File: src/design/assert_macros.svh
// Assertion helpers shared by the RTL.
`ifndef ASSERT_MACROS_SVH
`define ASSERT_MACROS_SVH

// Concurrent check on the rising clock, muted while reset is low.
`define ASSERT_CLK(label, prop, msg) \
  label: assert property (@(posedge clk) disable iff (!rst_n) prop) else $error(msg);

// Concurrent check on the rising clock that also holds during reset.
`define ASSERT_ALWAYS(label, prop, msg) \
  label: assert property (@(posedge clk) prop) else $error(msg);

`endif

File: src/design/tdma_wl_pkg.sv
`timescale 1ns / 1ps

package tdma_wl_pkg;

  // Event codes
  localparam logic [3:0] EV_ARM       = 4'd0;
  localparam logic [3:0] EV_RESET     = 4'd1;
  localparam logic [3:0] EV_CLK_START = 4'd2;
  localparam logic [3:0] EV_RX_START  = 4'd3;
  localparam logic [3:0] EV_CLK_DONE  = 4'd4;
  localparam logic [3:0] EV_RX_DONE   = 4'd5;
  localparam logic [3:0] EV_STOP      = 4'd6;
  localparam logic [3:0] EV_NEXT      = 4'd7;
  localparam logic [3:0] EV_ERROR     = 4'd8;

  // Mode codes
  localparam logic [2:0] MODE_STOPPED  = 3'd0;
  localparam logic [2:0] MODE_ARMED    = 3'd1;
  localparam logic [2:0] MODE_RUNNING  = 3'd2;
  localparam logic [2:0] MODE_BOUNDARY = 3'd3;
  localparam logic [2:0] MODE_FAULT    = 3'd4;

  // Error codes
  localparam logic [31:0] ERR_NONE      = 32'd0;
  localparam logic [31:0] ERR_RUNTIME   = 32'd1;
  localparam logic [31:0] ERR_CLK_AGAIN = 32'd2;
  localparam logic [31:0] ERR_RX_AGAIN  = 32'd3;
  localparam logic [31:0] ERR_CLK_NOST  = 32'd4;
  localparam logic [31:0] ERR_RX_NOST   = 32'd5;
  localparam logic [31:0] ERR_INVALID   = 32'd6;

  // Activity flags
  typedef struct packed {
    logic clk_busy;
    logic rx_busy;
    logic clk_done;
    logic rx_done;
  } flags_t;

  // Outcome of one event, from the decoder to the state registers
  typedef struct packed {
    logic [2:0]  mode;
    logic [31:0] err;
    flags_t      flags;
    logic        accepted;
    logic        inc_trans;
    logic        inc_window;
    logic        inc_finished;
    logic        clear_counts;
  } ctl_t;

endpackage

File: src/design/tdma_wl_next.sv
`timescale 1ns / 1ps

module tdma_wl_next (
  input  logic                  [2:0]  mode,
  input  tdma_wl_pkg::flags_t          flags,
  input  logic                  [3:0]  req_type,
  input  logic                  [31:0] error_value,
  output tdma_wl_pkg::ctl_t            ctl
);

  tdma_wl_pkg::flags_t f;

  always_comb begin
    f = flags;
    ctl              = '0;
    ctl.mode         = mode;
    ctl.flags        = flags;
    ctl.accepted     = 1'b1;
    ctl.inc_trans    = 1'b1;
    ctl.err          = tdma_wl_pkg::ERR_NONE;

    if (req_type == tdma_wl_pkg::EV_ERROR) begin
      // error event: enter fault from anywhere
      ctl.flags.clk_busy = 1'b0;
      ctl.flags.rx_busy  = 1'b0;
      ctl.mode = tdma_wl_pkg::MODE_FAULT;
      ctl.err  = (error_value == 32'd0) ? tdma_wl_pkg::ERR_RUNTIME : error_value;
    end else if (req_type == tdma_wl_pkg::EV_RESET) begin
      // reset event: clear everything, count nothing
      ctl.flags        = '0;
      ctl.mode         = tdma_wl_pkg::MODE_STOPPED;
      ctl.inc_trans    = 1'b0;
      ctl.clear_counts = 1'b1;
    end else begin
      // default outcome: invalid transition
      ctl.accepted       = 1'b0;
      ctl.mode           = tdma_wl_pkg::MODE_FAULT;
      ctl.err            = tdma_wl_pkg::ERR_INVALID;
      ctl.flags.clk_busy = 1'b0;
      ctl.flags.rx_busy  = 1'b0;
      case (mode)
        tdma_wl_pkg::MODE_STOPPED: begin
          if (req_type == tdma_wl_pkg::EV_ARM) begin
            ctl.accepted   = 1'b1;
            ctl.mode       = tdma_wl_pkg::MODE_ARMED;
            ctl.err        = tdma_wl_pkg::ERR_NONE;
            ctl.flags      = '0;
            ctl.inc_window = 1'b1;
          end
        end
        tdma_wl_pkg::MODE_ARMED, tdma_wl_pkg::MODE_RUNNING: begin
          case (req_type)
            tdma_wl_pkg::EV_CLK_START: begin
              if (flags.clk_busy || flags.clk_done) begin
                ctl.err = tdma_wl_pkg::ERR_CLK_AGAIN;
              end else begin
                f.clk_busy   = 1'b1;
                ctl.flags    = f;
                ctl.accepted = 1'b1;
                ctl.mode     = tdma_wl_pkg::MODE_RUNNING;
                ctl.err      = tdma_wl_pkg::ERR_NONE;
              end
            end
            tdma_wl_pkg::EV_RX_START: begin
              if (flags.rx_busy || flags.rx_done) begin
                ctl.err = tdma_wl_pkg::ERR_RX_AGAIN;
              end else begin
                f.rx_busy    = 1'b1;
                ctl.flags    = f;
                ctl.accepted = 1'b1;
                ctl.mode     = tdma_wl_pkg::MODE_RUNNING;
                ctl.err      = tdma_wl_pkg::ERR_NONE;
              end
            end
            tdma_wl_pkg::EV_CLK_DONE: begin
              if (!flags.clk_busy || (!flags.rx_busy && !flags.rx_done)) begin
                ctl.err = tdma_wl_pkg::ERR_CLK_NOST;
              end else begin
                f.clk_busy   = 1'b0;
                f.clk_done   = 1'b1;
                ctl.flags    = f;
                ctl.accepted = 1'b1;
                ctl.err      = tdma_wl_pkg::ERR_NONE;
                ctl.inc_finished = f.rx_done;
                ctl.mode = f.rx_done ? tdma_wl_pkg::MODE_BOUNDARY
                                     : tdma_wl_pkg::MODE_RUNNING;
              end
            end
            tdma_wl_pkg::EV_RX_DONE: begin
              if (!flags.rx_busy || (!flags.clk_busy && !flags.clk_done)) begin
                ctl.err = tdma_wl_pkg::ERR_RX_NOST;
              end else begin
                f.rx_busy    = 1'b0;
                f.rx_done    = 1'b1;
                ctl.flags    = f;
                ctl.accepted = 1'b1;
                ctl.err      = tdma_wl_pkg::ERR_NONE;
                ctl.inc_finished = f.clk_done;
                ctl.mode = f.clk_done ? tdma_wl_pkg::MODE_BOUNDARY
                                      : tdma_wl_pkg::MODE_RUNNING;
              end
            end
            tdma_wl_pkg::EV_STOP: begin
              ctl.accepted = 1'b1;
              ctl.mode     = tdma_wl_pkg::MODE_STOPPED;
              ctl.err      = tdma_wl_pkg::ERR_NONE;
              ctl.flags    = '0;
            end
            default: begin
            end
          endcase
        end
        tdma_wl_pkg::MODE_BOUNDARY: begin
          if (req_type == tdma_wl_pkg::EV_NEXT) begin
            ctl.accepted   = 1'b1;
            ctl.mode       = tdma_wl_pkg::MODE_RUNNING;
            ctl.err        = tdma_wl_pkg::ERR_NONE;
            ctl.flags      = '0;
            ctl.inc_window = 1'b1;
          end else if (req_type == tdma_wl_pkg::EV_STOP) begin
            ctl.accepted = 1'b1;
            ctl.mode     = tdma_wl_pkg::MODE_STOPPED;
            ctl.err      = tdma_wl_pkg::ERR_NONE;
            ctl.flags    = '0;
          end
        end
        default: begin
        end
      endcase
    end
  end

endmodule

File: src/design/tdma_window_lifecycle_fsm.sv
`timescale 1ns / 1ps
// TDMA window lifecycle controller.
// Input channel: in_valid / in_stall carry one event (in_req_type) with an
// optional error code (in_error_value). Result channel: out_valid / out_stall
// carry the outcome of that event: accepted flag, mode after the event, last
// error code, the transition / window / finished-window totals and the four
// activity flags.
// An event's result shows on the out_ ports once it has passed the input
// register and then the result register (one input register, one result register).
// Throughput: one event per cycle while the receiver does not stall; the mode, flags
// and counters update in a single pass through the event decoder as the event leaves the input register.
// Reset (rst_n low, synchronous) empties both registers and sets mode stopped,
// no error, zero counters and all flags clear. A reset event on the input
// channel does the same to the state and still produces a result item.
// When the receiver stalls, the result register holds; one more event may
// still enter the input register, after which in_stall rises until the
// result is taken.
module tdma_window_lifecycle_fsm #(
  parameter int COUNT_WIDTH = 32
) (
  input  logic        clk,
  input  logic        rst_n,
  input  logic        in_valid,
  output logic        in_stall,
  input  logic [3:0]  in_req_type,
  input  logic [31:0] in_error_value,
  output logic        out_valid,
  input  logic        out_stall,
  output logic        out_accepted,
  output logic [2:0]  out_mode,
  output logic [31:0] out_error_code,
  output logic [31:0] out_transition_total,
  output logic [31:0] out_window_total,
  output logic [31:0] out_finished_total,
  output logic        out_clk_busy,
  output logic        out_rx_busy,
  output logic        out_clk_done,
  output logic        out_rx_done
);

  `include "assert_macros.svh"

  // Input register
  logic        in_valid_r;
  logic [3:0]  req_type_r;
  logic [31:0] error_value_r;

  // Block state
  logic [2:0]             mode_r,  mode_nxt;
  logic [31:0]            err_r,   err_nxt;
  tdma_wl_pkg::flags_t    flags_r, flags_nxt;
  logic [COUNT_WIDTH-1:0] trans_r, trans_nxt;
  logic [COUNT_WIDTH-1:0] win_r,   win_nxt;
  logic [COUNT_WIDTH-1:0] fin_r,   fin_nxt;

  // Result register
  logic out_valid_r;
  logic accepted_r;

  tdma_wl_pkg::ctl_t ctl;
  logic              out_free;
  logic              advance;

  // Pipeline handshake
  assign out_free = !out_valid_r || !out_stall;
  assign advance  = in_valid_r && out_free;
  assign in_stall = in_valid_r && !out_free;

  tdma_wl_next u_next (
    .mode        (mode_r),
    .flags       (flags_r),
    .req_type    (req_type_r),
    .error_value (error_value_r),
    .ctl         (ctl)
  );

  // Apply the decoded outcome
  always_comb begin
    mode_nxt  = ctl.mode;
    err_nxt   = ctl.err;
    flags_nxt = ctl.flags;
    if (ctl.clear_counts) begin
      trans_nxt = '0;
      win_nxt   = '0;
      fin_nxt   = '0;
    end else begin
      trans_nxt = trans_r + COUNT_WIDTH'(ctl.inc_trans);
      win_nxt   = win_r + COUNT_WIDTH'(ctl.inc_window);
      fin_nxt   = fin_r + COUNT_WIDTH'(ctl.inc_finished);
    end
  end

  // Load the input register
  always_ff @(posedge clk) begin
    if (!rst_n) begin
      in_valid_r <= 1'b0;
    end else if (!in_stall) begin
      in_valid_r <= in_valid;
    end
    if (in_valid && !in_stall) begin
      req_type_r    <= in_req_type;
      error_value_r <= in_error_value;
    end
  end

  // Advance state and result register
  always_ff @(posedge clk) begin
    if (!rst_n) begin
      out_valid_r <= 1'b0;
      accepted_r  <= 1'b0;
      mode_r      <= tdma_wl_pkg::MODE_STOPPED;
      err_r       <= tdma_wl_pkg::ERR_NONE;
      flags_r     <= '0;
      trans_r     <= '0;
      win_r       <= '0;
      fin_r       <= '0;
    end else begin
      if (out_free) begin
        out_valid_r <= in_valid_r;
      end
      if (advance) begin
        accepted_r <= ctl.accepted;
        mode_r     <= mode_nxt;
        err_r      <= err_nxt;
        flags_r    <= flags_nxt;
        trans_r    <= trans_nxt;
        win_r      <= win_nxt;
        fin_r      <= fin_nxt;
      end
    end
  end

  // Results come straight from the state registers
  assign out_valid            = out_valid_r;
  assign out_accepted         = accepted_r;
  assign out_mode             = mode_r;
  assign out_error_code       = err_r;
  assign out_transition_total = 32'(trans_r);
  assign out_window_total     = 32'(win_r);
  assign out_finished_total   = 32'(fin_r);
  assign out_clk_busy         = flags_r.clk_busy;
  assign out_rx_busy          = flags_r.rx_busy;
  assign out_clk_done         = flags_r.clk_done;
  assign out_rx_done          = flags_r.rx_done;

  `ASSERT_CLK(a_fault_idle, (mode_r == tdma_wl_pkg::MODE_FAULT) |-> (!flags_r.clk_busy && !flags_r.rx_busy), "busy flag set in fault mode")
  `ASSERT_CLK(a_reject_fault, (out_valid_r && !accepted_r) |-> (mode_r == tdma_wl_pkg::MODE_FAULT), "rejected event outside fault mode")
  `ASSERT_CLK(a_clk_excl, !(flags_r.clk_busy && flags_r.clk_done), "clock transmit both busy and done")
  `ASSERT_CLK(a_rx_excl, !(flags_r.rx_busy && flags_r.rx_done), "data receive both busy and done")
  `ASSERT_ALWAYS(a_stall_full, in_stall |-> in_valid_r, "input stalled with empty input register")

endmodule
File: config.mk
export PLATFORM = sky130hd
export DESIGN_NAME = tdma_window_lifecycle_fsm
export DESIGN_NICKNAME = d
export VERILOG_FILES = /design/src/design/tdma_wl_pkg.sv /design/src/design/tdma_wl_next.sv /design/src/design/tdma_window_lifecycle_fsm.sv
export VERILOG_INCLUDE_DIRS = /design/src /design/src/design
export SDC_FILE = /design/constraint.sdc
export NUM_CORES = 1
export LEC_CHECK = 0
export BUFFER_PORTS_ARGS = -buffer_cell sky130_fd_sc_hd__buf_2
export CAP_MARGIN = 25
export CORE_MARGIN = 3
export CORE_UTILIZATION = 50
export CTS_CLUSTER_SIZE = 30
export DETAILED_ROUTE_END_ITERATION = 8
export HOLD_SLACK_MARGIN = 0.08
export MAX_ROUTING_LAYER = met4
export PLACE_DENSITY = 0.78
export SYNTH_ARGS = -nofsm -noshare
export SYNTH_HDL_FRONTEND = slang
export SYNTH_SLANG_ARGS = --single-unit
File: constraint.sdc
create_clock -name clk -period 7.25 [get_ports clk]
set_clock_uncertainty 0.1 [all_clocks]
set_input_delay 1.45 -clock clk [delete_from_list [all_inputs] [get_ports clk]]
set_output_delay 1.45 -clock clk [all_outputs]
set_load 0.05 [all_outputs]
==> flow_summary_export.csv <==
group,metric,value,unit
die,die_h,128,µm
worst_setup_path,worstSetupPathType,"in -> out",
grt,grt_pass1_wl,29300,µm
clocking,post_cts_resized,0,
die,rows,43,
detailed_routing,first_pass_iters,5,
detailed_routing,drc,0,
clocking,htree_levels,4,
clocking,clk_pin_slew_worst_paths,60,ps
final_layout,final_core_util,63.6,%
worst_setup_path,cp-end-kind,"output pin",
clocking,cts_buffers,17,
synthesis,synth_warnings,0,
detailed_routing,wl_per_cell,15.5,µm
sta,finalSetupTns,0,ps
placement,dpl.hpwl,12200,µm
final_layout,final_cells,1146,
synthesis,synth_mux_area_share,0,%
sta,hold_violations,0,
synthesis,syn_inst,797,
grt,grt_use_total,22.2,%
worst_setup_path,cp-startpoint,"out_stall",
synthesis,synthSimpleGateAreaFrac,24.7,%
clocking,clk_latency,420,ps
power,power.sequential.fraction,51.2,%
grt,grt-ovfl-total,0,
clocking,cts_tree,"yes",
sta,relSlewSlack,35.3,%
power,switching_share,22.5,%
power,pwr_density_cell,221,nW/µm²
final_layout,multi_input_area,3370,µm²
worst_setup_path,startpoint_type,"input pin",
grt,antenna_found_initial,0,
sta,rsz0062_at_grt,"false",
synthesis,synth_xor_area_share,9.17,%
sta,fin_crit,3690,ps
die,die_area,16400,µm²
synthesis,synth_seq_cells,174,
synthesis,synth-seq-area-share,51.6,%
clocking,cts_root_buf,"clkbuf_16",
final_layout,drive_gt1_share,23.2,%
power,power_switching,0.449,mW
power,p_clk_share,44.8,%
sta,setup_violations,0,
clocking,numClockSinks,174,
final_layout,synthToLayoutAreaGrowth,21.3,%
synthesis,synth-adder-area-share,1.18,%
outcome,status,"completed",
grt,grt_max_degree,93,
sta,post-route-period-util,51.0,%
power,internal-power,1.55,mW
detailed_routing,wl_met1,7880,µm
final_layout,n_antenna_cell,0,
worst_setup_path,cp_max_fo,4,
power,vdd_ir_drop_max,0.000225,V
power,pwr-share-comb,4.0,%
synthesis,synth_edf_count,36,
synthesis,synth_top_family_by_area,"simple AND/OR/NAND/NOR gates",
worst_hold_path,hp-class,"reg -> reg",
power,p_leak,3.49,nW
worst_setup_path,cp.required,5700,ps
placement,post-place-cells,1114,
synthesis,ys_types,55,
final_layout,nets,1000,
detailed_routing,route.vias.total,6496,
detailed_routing,ant_nets,0,
synthesis,synth_area_leaders,"dfxtp_1, edfxtp_1, xnor2_1",
synthesis,netlist_area,7450,µm²
synthesis,synth-compound-area-share,9.96,%
synthesis,synthesis.nets,844,
detailed_routing,wl_met3,1350,µm
grt,grt_pass1_vias,5972,
detailed_routing,drt-initial-drc-count,652,
die,num_io_pins,178,
sta,worst_pin_slew,969,ps
worst_setup_path,crit-reg2reg-launch,"req_type_r[1]",
placement,routabilityCongestion,0.896,
synthesis,synth-main-ff-cell,"dfxtp_1",
run,cap_violations,0,
synthesis,synthArstFlopShare,0,%
clocking,post_cts_buffers,0,
die,die_x,128,µm
clocking,clock_path_buffers,2,
clocking,cts-hold-fix-buffers,0,
detailed_routing,routed_wl,17800,µm
worst_hold_path,holdCritStartpoint,"out_window_total[0]",
final_layout,fillers,1192,
detailed_routing,dr_wl_met2,8400,µm
final_layout,final_area,9030,µm²
placement,dpl_cell_area,8450,µm²
sta,fmax,271,MHz
synthesis,synth_area_per_cell,9.34,µm²
die,start_util,52.4,%
detailed_routing,vias_per_cell,5.67,
detailed_routing,highest_layer,"met4",
sta,holdWs,371,ps
worst_setup_path,worstPathArrival,2140,ps
sta,drv_slew,0,
synthesis,yosysTopAreaCellShare,37.1,%
synthesis,synth_top_cell_by_area,"dfxtp_1",
placement,portBuffers,177,
die,coreArea,14200,µm²
final_layout,seqCellArea,3840,µm²
per-stage QoR:
| stage | power (mW) | setup WS, ps |
|---|---|---|
| final | 2.00 | 3560 |
| after global routing | 2.06 | 3340 |
| after CTS | 2.01 | 3550 |
| after detailed placement | 1.12 | 3560 |
| after floorplan | 1.09 | 3210 |
| after global placement | 1.12 | 3580 |
power by group through the flow:
stage | Combinational, mW | Sequential, mW | Clock, mW
after floorplan | 0.0442 | 1.05 | 0
after global placement | 0.0794 | 1.04 | 0
after detailed placement | 0.0809 | 1.04 | 0
after CTS | 0.0812 | 1.02 | 0.911
after global routing | 0.0882 | 1.02 | 0.950
final | 0.0805 | 1.02 | 0.895
synthesized netlist by cell type (17+ instances only):
master	count
a21oi_1	28
a22oi_1	29
clkbuf_1	35
dfxtp_1	138
edfxtp_1	36
inv_1	22
nand2_1	43
nand3_1	35
nand4_1	24
nor2_1	121
nor3_1	22
nor4_1	46
o21ai_0	24
or3_1	17
xnor2_1	62
placed cells by master (no fill, tap or decap), types with 3 or more instances in the layout:
| cell type | count |
|---|---|
| buf_2 | 177 |
| dfxtp_1 | 138 |
| nor2_1 | 121 |
| xnor2_1 | 62 |
| nor4_1 | 46 |
| nand2_1 | 43 |
| edfxtp_1 | 36 |
| nand3_1 | 35 |
| a22oi_1 | 29 |
| a21oi_1 | 28 |
| nand4_1 | 24 |
| o21ai_0 | 23 |
| inv_1 | 22 |
| nor3_1 | 22 |
| or3_1 | 17 |
| clkbuf_16 | 17 |
| xor2_1 | 16 |
| and4_1 | 14 |
| and3_1 | 10 |
| ha_1 | 7 |
| nor3b_1 | 5 |
| and2_1 | 4 |
| a21boi_0 | 4 |
| or2_2 | 3 |
| a31oi_1 | 3 |
| nor2b_1 | 3 |
| nand3b_1 | 3 |
| clkinvlp_4 | 3 |
| inv_6 | 3 |
| buf_4 | 3 |
final timing paths:
kind	end	slack, ps	depth (start not counted)
worst max-delay path	in_stall	3560	3
worst min-delay path	out_window_total[0]	370	2
worst max register to register	out_finished_total[31]	3560	9
worst min register to register	out_window_total[0]	370	2
worst max-delay path, cell delays in order:
cell	delay, ps
buf_2	140
and3_1	260
buf_2	290
logic make-up after synthesis:
| family | Yosys count |
|---|---|
| AO/OA/AOI/OAI | 113 |
| XOR/XNOR | 78 |
| adder cells (fa/ha/maj) | 7 |
| buffers and inverters | 66 |
| flip-flops | 174 |
| AND/OR/NAND/NOR | 359 |
registers in the layout, summed over array words and instances, names as in the netlist:
signal / count
out_error_code: 32
out_rx_done: 1
req_type_r: 4
error_value_r: 32
out_valid: 1
out_transition_total: 32
out_finished_total: 32
out_rx_busy: 1
out_mode: 3
out_clk_done: 1
in_valid_r: 1
out_clk_busy: 1
out_window_total: 32
out_accepted: 1
routing by layer:
| metal | up-vias | track usage, % |
|---|---|---|
| met5 | - | - |
| met4 | 0 | 5.56 |
| met3 | 22 | 5.13 |
| met2 | 245 | 35.4 |
| met1 | 3044 | 28.9 |
| li1 | 3185 | - |
cell type report:
| class | instances | area share [%] |
|---|---|---|
| clock buffer | 19 | 4.90 |
| sequential | 174 | 42.6 |
| tap | 180 | 2.49 |
| timing repair buffer | 181 | 10.2 |
| clock inverter | 13 | 1.54 |
| multi-input combinational | 557 | 37.4 |
| inverter | 22 | 0.914 |
No activity file was read; power rests on OpenSTA's default activity.
